$ cat src/design/lcfc_pkg.sv
// lcfc_pkg: shared types, constants and tables for the feedback cipher
// depends on: nothing
`default_nettype none

package lcfc_pkg;

  localparam int unsigned NumShift = 16;
  localparam int unsigned NumMix   = 8;
  localparam int unsigned NumQueue = 4;

  localparam logic [1:0] CfgKeyLow  = 2'd0;
  localparam logic [1:0] CfgKeyHigh = 2'd1;
  localparam logic [1:0] CfgDecrypt = 2'd2;

  localparam logic CmdStart = 1'b0;

  typedef enum logic [4:0] {
    StIdle  = 5'b00001,
    StRound = 5'b00010,
    StPrep  = 5'b00100,
    StMix   = 5'b01000,
    StDone  = 5'b10000
  } state_e;

  typedef logic [7:0] byte_t;

  localparam byte_t TapMask [NumShift] = '{
    8'h0B, 8'h0A, 8'h78, 8'h0C, 8'hE0, 8'h29, 8'h7B, 8'hCF,
    8'hC3, 8'h4B, 8'h2B, 8'hCC, 8'h82, 8'h60, 8'h80, 8'h06
  };

  localparam byte_t SelBits [64] = '{
    8'h96, 8'h4b, 8'h65, 8'h3a, 8'hac, 8'h6c, 8'h53, 8'h74,
    8'h78, 8'ha5, 8'h47, 8'hb2, 8'h4d, 8'ha6, 8'h59, 8'h5a,
    8'h8d, 8'h56, 8'h2b, 8'hc3, 8'h71, 8'hd2, 8'h66, 8'h3c,
    8'h1d, 8'hc9, 8'h93, 8'h2e, 8'ha9, 8'h72, 8'h17, 8'hb1,
    8'hb4, 8'he4, 8'ha3, 8'h4e, 8'h27, 8'h5c, 8'h8b, 8'hc5,
    8'he8, 8'h95, 8'he1, 8'hd1, 8'h87, 8'hb8, 8'h1e, 8'hca,
    8'h1b, 8'h63, 8'hd8, 8'h2d, 8'hd4, 8'h9a, 8'h99, 8'h36,
    8'h8e, 8'hc6, 8'h69, 8'he2, 8'h39, 8'h35, 8'h6a, 8'h9c
  };

  localparam logic [3:0] NibSub [NumQueue][16] = '{
    '{4'h6, 4'hA, 4'h1, 4'h2, 4'hE, 4'h7, 4'h8, 4'h9,
      4'hC, 4'h4, 4'h3, 4'hF, 4'hB, 4'h0, 4'h5, 4'hD},
    '{4'h2, 4'h7, 4'h0, 4'h5, 4'hF, 4'h3, 4'h1, 4'h9,
      4'hE, 4'hD, 4'hB, 4'h8, 4'hC, 4'hA, 4'h4, 4'h6},
    '{4'h9, 4'h1, 4'h3, 4'hC, 4'h2, 4'h0, 4'hA, 4'hE,
      4'hD, 4'h6, 4'hB, 4'h7, 4'h5, 4'h8, 4'hF, 4'h4},
    '{4'hB, 4'h6, 4'h9, 4'h0, 4'h5, 4'hE, 4'hF, 4'h8,
      4'h4, 4'hC, 4'h1, 4'hD, 4'h2, 4'h7, 4'h3, 4'hA}
  };

  // high nibble becomes inverted low nibble or'ed with high nibble
  function automatic byte_t spread_nibble(input byte_t v);
    return {~v[3:0] | v[7:4], v[3:0]};
  endfunction

  function automatic byte_t rotl8(input byte_t v, input logic [2:0] r);
    logic [15:0] w;
    w = {v, v} << r;
    return w[15:8];
  endfunction

endpackage

`default_nettype wire

$ cat src/design/lfsr_ciphertext_feedback_cipher.sv
// lfsr_ciphertext_feedback_cipher: byte stream cipher with ciphertext feedback
// depends on: lcfc_pkg
// start transaction: state loaded in the accept cycle, no result, ready again next cycle
// data transaction: result valid after 32 register rounds on one shared round unit,
//   one prep step, 8 table bit steps and one finish step that waits for a free output
// no new data byte until the last one is finished; input accepted only while idle
// reset: key, mode, cipher state and byte count all zero, output empty
`default_nettype none

module lfsr_ciphertext_feedback_cipher
  import lcfc_pkg::*;
(
  input  wire logic        clk_i,
  input  wire logic        rst_ni,
  input  wire logic        in_valid_i,
  output logic             in_ready_o,
  input  wire logic        cmd_i,
  input  wire logic [7:0]  data_byte_i,
  output logic             out_valid_o,
  input  wire logic        out_ready_i,
  output logic [7:0]       result_byte_o,
  input  wire logic        cfg_we_i,
  input  wire logic [1:0]  cfg_idx_i,
  input  wire logic [63:0] cfg_wdata_i
);

  state_e      state_q, state_d;
  logic [63:0] key_low_q, key_low_d, key_high_q, key_high_d;
  logic        decrypt_q, decrypt_d;
  byte_t       shift_q [NumShift];
  byte_t       shift_d [NumShift];
  byte_t       mix_q [NumMix];
  byte_t       mix_d [NumMix];
  byte_t       fq_q [NumQueue];
  byte_t       fq_d [NumQueue];
  logic [2:0]  cnt_q, cnt_d;
  logic [4:0]  rc_q, rc_d;
  logic [2:0]  step_q, step_d;
  byte_t       lo_q [NumQueue];
  byte_t       lo_d [NumQueue];
  byte_t       pb_q [NumQueue];
  byte_t       pb_d [NumQueue];
  byte_t       acc_q, acc_d;
  byte_t       data_q, data_d;
  byte_t       res_q, res_d;
  logic        out_valid_q, out_valid_d;

  byte_t       round_acc;
  byte_t       round_mix;
  logic [3:0]  slot;
  logic [5:0]  sel;
  byte_t       ks;
  byte_t       res;
  byte_t       fb;

  // shared round unit: tap-masked parity over all register bytes
  always_comb begin
    round_acc = '0;
    for (int i = 0; i < NumShift; i++) begin
      round_acc ^= shift_q[i] & TapMask[rc_q[3:0] + 4'(i)];
    end
    round_mix = ((round_acc >> 1) ^ round_acc) & 8'h55;
    slot = ~rc_q[3:0];
  end

  assign sel = {lo_q[1][7], pb_q[1][7], lo_q[2][7], pb_q[2][7], lo_q[3][7], pb_q[3][7]};
  assign ks  = rotl8(acc_q ^ pb_q[0] ^ lo_q[0], cnt_q);
  assign res = data_q ^ ks;
  assign fb  = decrypt_q ? data_q : res;

  always_comb begin
    state_d     = state_q;
    key_low_d   = key_low_q;
    key_high_d  = key_high_q;
    decrypt_d   = decrypt_q;
    shift_d     = shift_q;
    mix_d       = mix_q;
    fq_d        = fq_q;
    cnt_d       = cnt_q;
    rc_d        = rc_q;
    step_d      = step_q;
    lo_d        = lo_q;
    pb_d        = pb_q;
    acc_d       = acc_q;
    data_d      = data_q;
    res_d       = res_q;
    out_valid_d = out_valid_q;

    if (cfg_we_i) begin
      case (cfg_idx_i)
        CfgKeyLow:  key_low_d  = cfg_wdata_i;
        CfgKeyHigh: key_high_d = cfg_wdata_i;
        CfgDecrypt: decrypt_d  = cfg_wdata_i[0];
        default: ;
      endcase
    end

    if (out_valid_q && out_ready_i) begin
      out_valid_d = 1'b0;
    end

    case (state_q)
      StIdle: begin
        if (in_valid_i) begin
          if (cmd_i == CmdStart) begin
            for (int i = 0; i < NumQueue; i++) begin
              mix_d[i] = spread_nibble(key_low_q[8*i +: 8] ^ key_low_q[8*(i+4) +: 8]);
              mix_d[i+4] = spread_nibble(key_high_q[8*i +: 8] ^ key_high_q[8*(i+4) +: 8]);
              fq_d[i] = mix_d[i] ^ mix_d[i+4] ^ 8'hF0;
            end
            for (int i = 0; i < 8; i++) begin
              shift_d[i] = spread_nibble(key_low_q[8*i +: 8]);
            end
            for (int i = 0; i < 7; i++) begin
              shift_d[i+8] = spread_nibble(key_high_q[8*i +: 8]);
            end
            shift_d[NumShift-1] = 8'hFF;
            cnt_d = '0;
          end else begin
            data_d  = data_byte_i;
            rc_d    = '1;
            state_d = StRound;
          end
        end
      end
      StRound: begin
        shift_d[slot] = ((shift_q[slot] << 1) & 8'hAA) | round_mix;
        rc_d = rc_q - 5'd1;
        if (rc_q == '0) begin
          state_d = StPrep;
        end
      end
      StPrep: begin
        for (int i = 0; i < NumQueue; i++) begin
          byte_t t;
          t = mix_q[i] ^ fq_q[i];
          lo_d[i] = rotl8(shift_q[i+7], 3'd2) ^ shift_q[i];
          pb_d[i] = {NibSub[i][t[7:4]], NibSub[i][t[3:0]]} ^ mix_q[i+4];
        end
        acc_d   = '0;
        step_d  = '0;
        state_d = StMix;
      end
      StMix: begin
        acc_d = {acc_q[6:0], SelBits[sel][3'd7 - step_q]};
        for (int i = 1; i < NumQueue; i++) begin
          lo_d[i] = lo_q[i] << 1;
          pb_d[i] = pb_q[i] << 1;
        end
        step_d = step_q + 3'd1;
        if (step_q == 3'd7) begin
          state_d = StDone;
        end
      end
      StDone: begin
        if (!out_valid_q || out_ready_i) begin
          res_d       = res;
          out_valid_d = 1'b1;
          for (int i = 0; i < NumQueue - 1; i++) begin
            fq_d[i] = rotl8(fq_q[i+1], 3'd1);
          end
          fq_d[NumQueue-1] = rotl8(fb, 3'd1);
          cnt_d   = cnt_q + 3'd1;
          state_d = StIdle;
        end
      end
      default: state_d = StIdle;
    endcase
  end

  always_ff @(posedge clk_i or negedge rst_ni) begin
    if (!rst_ni) begin
      state_q     <= StIdle;
      key_low_q   <= '0;
      key_high_q  <= '0;
      decrypt_q   <= 1'b0;
      cnt_q       <= '0;
      rc_q        <= '0;
      step_q      <= '0;
      out_valid_q <= 1'b0;
      for (int i = 0; i < NumShift; i++) begin
        shift_q[i] <= '0;
      end
      for (int i = 0; i < NumMix; i++) begin
        mix_q[i] <= '0;
      end
      for (int i = 0; i < NumQueue; i++) begin
        fq_q[i] <= '0;
      end
    end else begin
      state_q     <= state_d;
      key_low_q   <= key_low_d;
      key_high_q  <= key_high_d;
      decrypt_q   <= decrypt_d;
      cnt_q       <= cnt_d;
      rc_q        <= rc_d;
      step_q      <= step_d;
      out_valid_q <= out_valid_d;
      shift_q     <= shift_d;
      mix_q       <= mix_d;
      fq_q        <= fq_d;
    end
  end

  // datapath registers
  always_ff @(posedge clk_i) begin
    lo_q   <= lo_d;
    pb_q   <= pb_d;
    acc_q  <= acc_d;
    data_q <= data_d;
    res_q  <= res_d;
  end

  assign in_ready_o    = (state_q == StIdle);
  assign out_valid_o   = out_valid_q;
  assign result_byte_o = res_q;

endmodule

`default_nettype wire
$ cat config.mk
export PLATFORM = sky130hd
export DESIGN_NAME = lfsr_ciphertext_feedback_cipher
export DESIGN_NICKNAME = d
export VERILOG_FILES = /design/src/design/lcfc_pkg.sv /design/src/design/lfsr_ciphertext_feedback_cipher.sv
export SDC_FILE = /design/constraint.sdc
export NUM_CORES = 1
export LEC_CHECK = 0
export BUFFER_PORTS_ARGS = -buffer_cell sky130_fd_sc_hd__buf_4
export CORE_MARGIN = 2
export CORE_UTILIZATION = 35
export CTS_CLUSTER_DIAMETER = 80
export DETAILED_ROUTE_END_ITERATION = 6
export PLACE_DENSITY = 0.51
export REMOVE_ABC_BUFFERS = 1
export SYNTH_ARGS = -nofsm -noshare
export SYNTH_HDL_FRONTEND = slang
export SYNTH_SLANG_ARGS = --single-unit
$ cat constraint.sdc
create_clock -name clk_i -period 9.35 [get_ports clk_i]
set_input_delay 1.87 -clock clk_i [delete_from_list [all_inputs] [get_ports clk_i]]
set_output_delay 1.87 -clock clk_i [all_outputs]
set_load 0.03 [all_outputs]
==> flow_metrics.env, run 1 <==
export IMPL_place_inst=3908
export IMPL_io_buffers=89
export IMPL_drt_pre_antenna_iters=7
export IMPL_synthToLayoutAreaGrowth_pct=12.30
export IMPL_grt_max_degree=195
export IMPL_cts_root_buf="clkbuf_16"
export IMPL_ys_ff_latch=458
export IMPL_rsz0062_at_grt="no"
export IMPL_holdCritPathClass="reg2reg"
export IMPL_fmax_mhz=162.8
export IMPL_hpwl_um=69660
export IMPL_grt_overflow=0
export IMPL_startpoint_type="flop"
export IMPL_dpl_instance_area_sq_mm=0.02923
export IMPL_die_area_sq_mm=0.08129
export IMPL_grt_pass1_wl_um=142100
export IMPL_cts_sinks=458
export IMPL_hold_buffers=0
export IMPL_drive_above_1_share=0.1490
export IMPL_worst_ep_required_time_ns=9.78
export IMPL_period_needed_ns=6.141
export IMPL_crit_fanout=53
export IMPL_htree_levels=2
export IMPL_hold_viol=0
export IMPL_vias_per_cell=5.500
export IMPL_syn_area_sq_mm=0.02766
export IMPL_clkLatencyLatePin_ns=0.62
export IMPL_arrival_ns=6.57
export IMPL_fin_crit_sh=0.6568
export IMPL_die_x_um=285.1
export IMPL_critPathKind="reg2reg"
export IMPL_drv_slew=0
export IMPL_nNetsFinal=3060
export IMPL_wirelength_um=95070
export IMPL_synth_cells=2897
export IMPL_status="completed"
export IMPL_synth_edf_count=88
export IMPL_drv_cap=0
export IMPL_wl_per_cell_um=23.74
export IMPL_drc=0
export IMPL_endpoint_kind="flop"
export IMPL_multi_input_area_sq_mm=0.01490
export IMPL_async_reset_ff_frac=0.8079
export IMPL_fin_setup_tns_ns=0
export IMPL_gr_usage_all_layers=0.2309
export IMPL_dr_first_iter_drc_count=1833
export IMPL_slew_limit_headroom=0.1455
export IMPL_ff_latch_area_sq_mm=0.01191
export IMPL_n_antenna_cell=0
export IMPL_cts_tree="yes"
export IMPL_die_h_um=285.1
export IMPL_gp_congestion=0.9488
export IMPL_fin_area_sq_mm=0.03106
export IMPL_synth_distinct_cells=89
export IMPL_io_pins=90
export IMPL_cts_buffers=51
export IMPL_finalClockSkew_ns=0.03950
export IMPL_grt_antenna_before_repair=0
export IMPL_grt_pass1_vias=21480
export IMPL_final_common_cell="nand2_1"
export IMPL_clk_pin_slew_ns=0.07
export IMPL_cts_resized=0
export IMPL_synthFlopType="dfrtp_1"
export IMPL_ys_warn_count=0
export IMPL_final_cell_mix="nand2_1 (399), dfrtp_1 (366), o21ai_0 (313)"
export IMPL_final_cells=4004
export IMPL_ys_seq_area_frac=0.4303
export IMPL_syn_avg_cell_area_sq_um=9.547
export IMPL_tightest_slew_ns=1.273
export IMPL_ant_nets=0
export IMPL_rows=103
export IMPL_setup_violations=0
export IMPL_vias=22020
export IMPL_post_cts_setup_buffer_count=0
export IMPL_clock_path_buffers=3
export IMPL_start_util=0.3518
export IMPL_core_sq_mm=0.07861
export IMPL_fillers=7841
[metrics by stage]
step / setup slack, ns / hold slack, ns / utilization
finish: 3.209 / 0.4983 / 0.3951
CTS: 3.357 / 0.5036 / 0.3951
floorplan: 2.037 / 0.4481 / -
global placement: 3.643 / 0.4832 / 0.3718
detailed placement: 3.439 / 0.4897 / 0.3718
global route: 2.927 / 0.5248 / 0.3951
[flip-flops by register name (all words and copies together) (netlist names), 32 cells and up]
signal	count
fq_q	32
shift_q	128
lo_q	32
mix_q	64
key_low_q	64
pb_q	32
key_high_q	64
[worst paths after layout]
path,slack (ns),cells past startpoint,end,from
worst min register to register,0.50,2,mix_q[61],mix_q[61]
worst min-delay path,0.50,2,mix_q[61],mix_q[61]
worst max register to register,3.21,16,shift_q[30],rc_q[1]
worst max-delay path,3.21,16,shift_q[30],rc_q[1]
max in group asynchronous,6.44,2,shift_q[77],rst_ni
min in group asynchronous,1.35,1,mix_q[2],rst_ni
[critical path, cell delays in order, from the launching register on]
cell and delay [ns]:
dfrtp_2 0.34, buf_4 0.51, clkinv_1 0.68, ha_1 0.56, inv_1 0.20, ha_1 0.40, buf_4 0.38, nand2b_1 0.14
o21ai_0 0.13, xnor2_1 0.18, mux2i_1 0.25, xnor2_1 0.18, xnor2_1 0.16, xnor3_1 0.42, xnor3_1 0.38, nor2_2 0.79
o21ai_0 0.23
[layout make-up]
type                       count  area share
clock buffer                  72     0.04995
sequential                   458      0.3833
multi-input combinational   2230      0.4795
tap                         1050     0.04229
inverter                      50    0.006203
timing repair buffer         120     0.02965
clock inverter                24    0.009063
[layer usage]
metal  global-route usage  routed length [um]
met5                    0                   0
met4              0.08377                3614
met3              0.02784                5415
met2               0.3726               44290
met1               0.3194               41750
[logic make-up after synthesis]
kind of cell    Yosys count  share of synthesized area
simple gates            821                     0.1243
compound gates          750                     0.1576
flops                   458                     0.4303
xor+xnor                357                     0.1197
mux                     233                     0.1043
buf+inv                 209                    0.03257
fa+ha+maj                69                    0.03121
[synthesized netlist by cell type, drive strengths merged (7+ instances only)]
cell type  instances  area [sq um]
nand2            399          1498
dfrtp            369          9234
o21ai            341          1707
nor2             267          1005
xnor2            217          1972
a21oi            206          1046
mux2             151          1700
xor2             133          1180
clkbuf           105         394.1
edfxtp            88          2643
ha                69         863.3
buf               54         314.1
mux2i             53         530.5
inv               48         185.2
o22ai             38         237.7
nand3             36         180.2
mux4              29         653.1
a31oi             27         168.9
and2              27         168.9
nor3              27         135.1
a211oi            24         185.2
o211ai            22         165.2
o221ai            18         220.2
nand2b            16         100.1
o31ai             12         90.09
o21a              11         82.58
nand3b             9         67.56
nor2b              7         43.79
Power of run 1 is not shown: default switching activity piles up to over one toggle a cycle in this logic, so the estimate is an artifact.
==> inputs of run 2 (changes only) <==
==> constraint.sdc (replaced) <==
create_clock -name clk_i -period 6.37 [get_ports clk_i]
set_input_delay 1.274 -clock clk_i [delete_from_list [all_inputs] [get_ports clk_i]]
set_output_delay 1.274 -clock clk_i [all_outputs]
set_load 0.03 [all_outputs]
==> flow_metrics.env, run 2 (synthesis results as in run 1) <==
export IMPL_finalClockSkew_ns=0.01275
export IMPL_htree_levels=2
export IMPL_vias=22028
export IMPL_cts_sinks=458
export IMPL_slew_limit_headroom=0.2463
export IMPL_endpoint_kind="flop"
export IMPL_hold_path_startpoint="fq_q[27]"
export IMPL_rsz0062_at_grt="no"
export IMPL_die_area_sq_mm=0.08129
export IMPL_gr_usage_all_layers=0.2309
export IMPL_clock_path_buffers=3
export IMPL_gp_congestion=0.9566
export IMPL_largest_register="shift_q"
export IMPL_post_cts_setup_buffer_count=0
export IMPL_grt_pass1_vias=21789
export IMPL_path_delay_family="XOR/XNOR gates"
export IMPL_worst_ep_required_time_ns=6.81
export IMPL_top_usage_layer="met2"
export IMPL_crit_fanout=26
export IMPL_dpl_instance_area_sq_mm=0.02926
export IMPL_slowest_stage="nor2_2"
export IMPL_r2r_end="shift_q[54]"
export IMPL_fin_crit_sh=0.8048
export IMPL_drive_above_1_share=0.1449
export IMPL_cts_buffers=52
export IMPL_synthToLayoutAreaGrowth_pct=11.78
export IMPL_largest_reg_flops=128
export IMPL_period_needed_ns=5.126
export IMPL_drt_pre_antenna_iters=5
export IMPL_timing_rr_start="rc_q[0]"
export IMPL_wirelength_um=94680
export IMPL_cts_root_buf="clkbuf_16"
export IMPL_wl_per_cell_um=23.65
export IMPL_arrival_ns=5.57
export IMPL_hold_viol=0
export IMPL_drc=0
export IMPL_vias_per_cell=5.503
export IMPL_die_x_um=285.1
export IMPL_fin_area_sq_mm=0.03092
export IMPL_n_antenna_cell=0
export IMPL_die_h_um=285.1
export IMPL_min_to="fq_q[27]"
export IMPL_grt_overflow=0
export IMPL_io_pins=90
export IMPL_clkLatencyLatePin_ns=0.60
export IMPL_hpwl_um=69820
export IMPL_worst_path_stages=15
export IMPL_startpoint_type="flop"
export IMPL_grt_max_degree=195
export IMPL_dr_first_iter_drc_count=1622
export IMPL_holdPathStages=2
export IMPL_critical_path_buf_inv_count=3
export IMPL_hold_buffers=0
export IMPL_start_util=0.3518
export IMPL_cp_common_cell="xnor2_1"
export IMPL_holdCritPathClass="reg2reg"
export IMPL_drv_slew=0
export IMPL_nNetsFinal=3063
export IMPL_reg2regPathDepth=15
export IMPL_use_met2=0.3747
export IMPL_reg2reg_slack_ns=1.24
export IMPL_tightest_slew_ns=1.126
export IMPL_clk_pin_slew_ns=0.06
export IMPL_status="completed"
export IMPL_core_sq_mm=0.07861
export IMPL_ant_nets=0
export IMPL_final_common_cell="nand2_1"
export IMPL_cts_tree="yes"
export IMPL_grt_antenna_before_repair=0
export IMPL_grt_util_met3=0.03448
export IMPL_grt_util_met1=0.3122
export IMPL_grt_pass1_wl_um=142600
export IMPL_drv_cap=0
export IMPL_worstPathCellList="inv_1, ha_1, inv_1, ha_1, buf_4, nand2b_1, o21ai_0, xnor2_1, mux2i_1, xnor2_1, xnor2_1, xnor3_1, xnor3_1, nor2_2, o21ai_0"
export IMPL_critPathKind="reg2reg"
export IMPL_max_stage_delay_ns=0.69
export IMPL_setup_violations=0
export IMPL_cts_resized=0
export IMPL_rows=103
export IMPL_fmax_mhz=195.1
export IMPL_final_cell_mix="nand2_1 (399), dfrtp_1 (366), o21ai_0 (313)"
export IMPL_io_buffers=89
## run 2: worst max-delay path by stage
stage                     slack [ns]          from            to
after floorplan                -0.35  cfg_idx_i[0]  key_low_q[0]
after global placement          1.53       rc_q[0]   shift_q[22]
after detailed placement        1.32       rc_q[0]   shift_q[38]
after CTS                       1.31       rc_q[0]   shift_q[54]
after global routing            0.95       rc_q[0]   shift_q[14]
final                           1.24       rc_q[0]   shift_q[54]
## run 2: routing by layer
metal,part of all wire,up-vias
li1,-,10173
met1,0.44,10973
met2,0.47,733
met3,0.058,149
met4,0.039,0
met5,0,-
## run 2: per-stage QoR
| step | TNS, ns | worst slack (ns) | std cells | util | hold WS (ns) |
|---|---|---|---|---|---|
| 2_1_floorplan | -22.18 | -0.3465 | 2738 | - | 0.4481 |
| 3_3_place_gp | 0 | 1.529 | 3910 | 0.3721 | 0.4832 |
| 3_5_place_dp | 0 | 1.318 | 3910 | 0.3721 | 0.4928 |
| 4_1_cts | 0 | 1.309 | 4003 | 0.3933 | 0.5061 |
| 5_1_grt | 0 | 0.9478 | 4003 | 0.3933 | 0.5232 |
| 6_report | 0 | 1.244 | 4003 | 0.3933 | 0.5003 |
## run 2: tightest hold or removal path, delay by kind of cell, from the launching register on
family / cells / cell delay, ns
and+or+nand+nor: 1 / 0.05
DFF: 1 / 0.35
AOI/OAI and AO/OA: 1 / 0.06
## run 2: cell type report
| class | count | area, sq um |
|---|---|---|
| fill | 7817 | 47700 |
| multi-input combinational | 2230 | 14880 |
| clock buffer | 83 | 1592 |
| clock inverter | 10 | 70.07 |
| timing repair buffer | 122 | 960.9 |
| sequential | 458 | 11910 |
| inverter | 50 | 192.7 |
| tap | 1050 | 1314 |
Power of run 2 is left out for the same reason.
==> inputs of run 3 (changes only) <==
==> constraint.sdc (replaced) <==
create_clock -name clk_i -period 5 [get_ports clk_i]
set_input_delay 1 -clock clk_i [delete_from_list [all_inputs] [get_ports clk_i]]
set_output_delay 1 -clock clk_i [all_outputs]
set_load 0.03 [all_outputs]
==> flow_metrics.env, run 3 (synthesis results as in run 1) <==
export IMPL_crit_fanout=16
export IMPL_startpoint_type="flop"
export IMPL_final_common_cell="nand2_1"
export IMPL_core_sq_mm=0.07861
export IMPL_arrival_ns=4.68
export IMPL_nNetsFinal=3087
export IMPL_max_stage_delay_ns=0.46
export IMPL_drt_pre_antenna_iters=6
export IMPL_clk_pin_slew_ns=0.07
export IMPL_clkLatencyLatePin_ns=0.61
export IMPL_status="completed"
export IMPL_fin_area_sq_mm=0.03123
export IMPL_period_needed_ns=4.218
export IMPL_drc=0
export IMPL_fin_crit_sh=0.8436
export IMPL_endpoint_kind="flop"
export IMPL_htree_levels=2
export IMPL_fillers=7819
export IMPL_gr_usage_all_layers=0.2345
export IMPL_cts_sinks=458
export IMPL_io_pins=90
export IMPL_grt_max_degree=112
export IMPL_holdCritPathClass="in2async"
export IMPL_die_h_um=285.1
export IMPL_setup_violations=0
export IMPL_wirelength_um=96350
export IMPL_fmax_mhz=237.1
export IMPL_drive_above_1_share=0.1543
export IMPL_cts_buffers=51
export IMPL_path_delay_family="XOR/XNOR gates"
export IMPL_largest_reg_flops=128
export IMPL_grt_antenna_before_repair=0
export IMPL_hold_viol=0
export IMPL_io_buffers=89
export IMPL_clock_path_buffers=3
export IMPL_drv_cap=0
export IMPL_drv_slew=0
export IMPL_grt_pass1_wl_um=144300
export IMPL_worstPathCellList="clkinv_1, ha_1, inv_1, ha_1, nand2b_1, nor2_1, a22oi_1, mux2i_1, o31ai_1, xnor2_1, xnor3_2, xnor2_2, xnor2_2, buf_4, o221ai_1"
export IMPL_hold_buffers=0
export IMPL_die_area_sq_mm=0.08129
export IMPL_dpl_instance_area_sq_mm=0.02949
export IMPL_cts_tree="yes"
export IMPL_worst_ep_required_time_ns=5.46
export IMPL_tightest_slew_ns=1.065
export IMPL_dr_first_iter_drc_count=2012
export IMPL_final_cells=4033
export IMPL_cts_resized=0
export IMPL_finalClockSkew_ns=0.02024
export IMPL_grt_pass1_vias=21896
export IMPL_start_util=0.3518
export IMPL_die_x_um=285.1
export IMPL_slew_limit_headroom=0.2897
export IMPL_cts_root_buf="clkbuf_16"
export IMPL_fin_setup_tns_ns=0
export IMPL_rows=103
export IMPL_largest_register="shift_q"
export IMPL_wl_per_cell_um=23.89
export IMPL_hpwl_um=71760
export IMPL_critPathKind="reg2reg"
export IMPL_ant_nets=0
export IMPL_rsz0062_at_grt="no"
export IMPL_grt_overflow=0
export IMPL_place_inst=3935
export IMPL_vias_per_cell=5.466
export IMPL_synthToLayoutAreaGrowth_pct=12.92
export IMPL_slowest_stage="xnor3_2"
export IMPL_whs_ns=0.4404
export IMPL_vias=22046
export IMPL_critical_path_buf_inv_count=3
export IMPL_final_cell_mix="nand2_1 (399), dfrtp_1 (366), o21ai_0 (313)"
export IMPL_post_cts_setup_buffer_count=0
export IMPL_gp_congestion=0.9409
[run 3: changes by cell type in the layout (fill, tap and decap cells not counted), moves of 2 or more]
cell	change
buf_4	+21
clkbuf_1	-6
bufinv_16	+5
buf_12	+4
clkbuf_16	-4
clkbuf_8	-4
clkinv_2	+4
clkinvlp_4	+3
diode_2	+2
inv_16	+2
inv_4	+2
[run 3: stage by stage]
| stage | util | setup WS (ns) |
|---|---|---|
| final | 0.3973 | 0.7819 |
| after global routing | 0.3972 | 0.5388 |
| after CTS | 0.3972 | 0.8365 |
| after detailed placement | 0.3751 | 0.8580 |
| after global placement | 0.3751 | 0.8386 |
| after floorplan | - | -1.443 |
[run 3: cell type report]
| type | count | area [sq um] | share of cell area |
|---|---|---|---|
| diodes | 2 | 5.005 | 0.0001602 |
| clock buffers | 69 | 1414 | 0.04527 |
| clock inverters | 27 | 324.1 | 0.01038 |
| inverters | 50 | 192.7 | 0.006169 |
| multi-input cells | 2230 | 14880 | 0.4764 |
| flip-flops and latches | 458 | 11910 | 0.3812 |
| well taps | 1050 | 1314 | 0.04206 |
| repair buffers | 147 | 1199 | 0.03838 |
[run 3: worst paths after layout]
| check | start | end | slack (ns) | cells past startpoint |
|---|---|---|---|---|
| setup / recovery | rc_q[1] | shift_q[40] | 0.78 | 15 |
| hold / removal | rst_ni | mix_q[2] | 0.44 | 1 |
| setup reg to reg | rc_q[1] | shift_q[40] | 0.78 | 15 |
| hold reg to reg | mix_q[52] | mix_q[52] | 0.50 | 2 |
| max in group asynchronous | rst_ni | shift_q[81] | 3.46 | 2 |
| min in group clk_i | mix_q[52] | mix_q[52] | 0.50 | 2 |
[run 3: per-layer routing]
metal | up-vias | track usage | routed length [um]
met5 | - | 0 | 0
met2 | 672 | 0.3916 | 45900
met4 | 0 | 0.07500 | 3238
li1 | 10231 | - | -
met3 | 140 | 0.02792 | 4951
met1 | 11003 | 0.3173 | 42260
Power of run 3 is left out for the same reason.
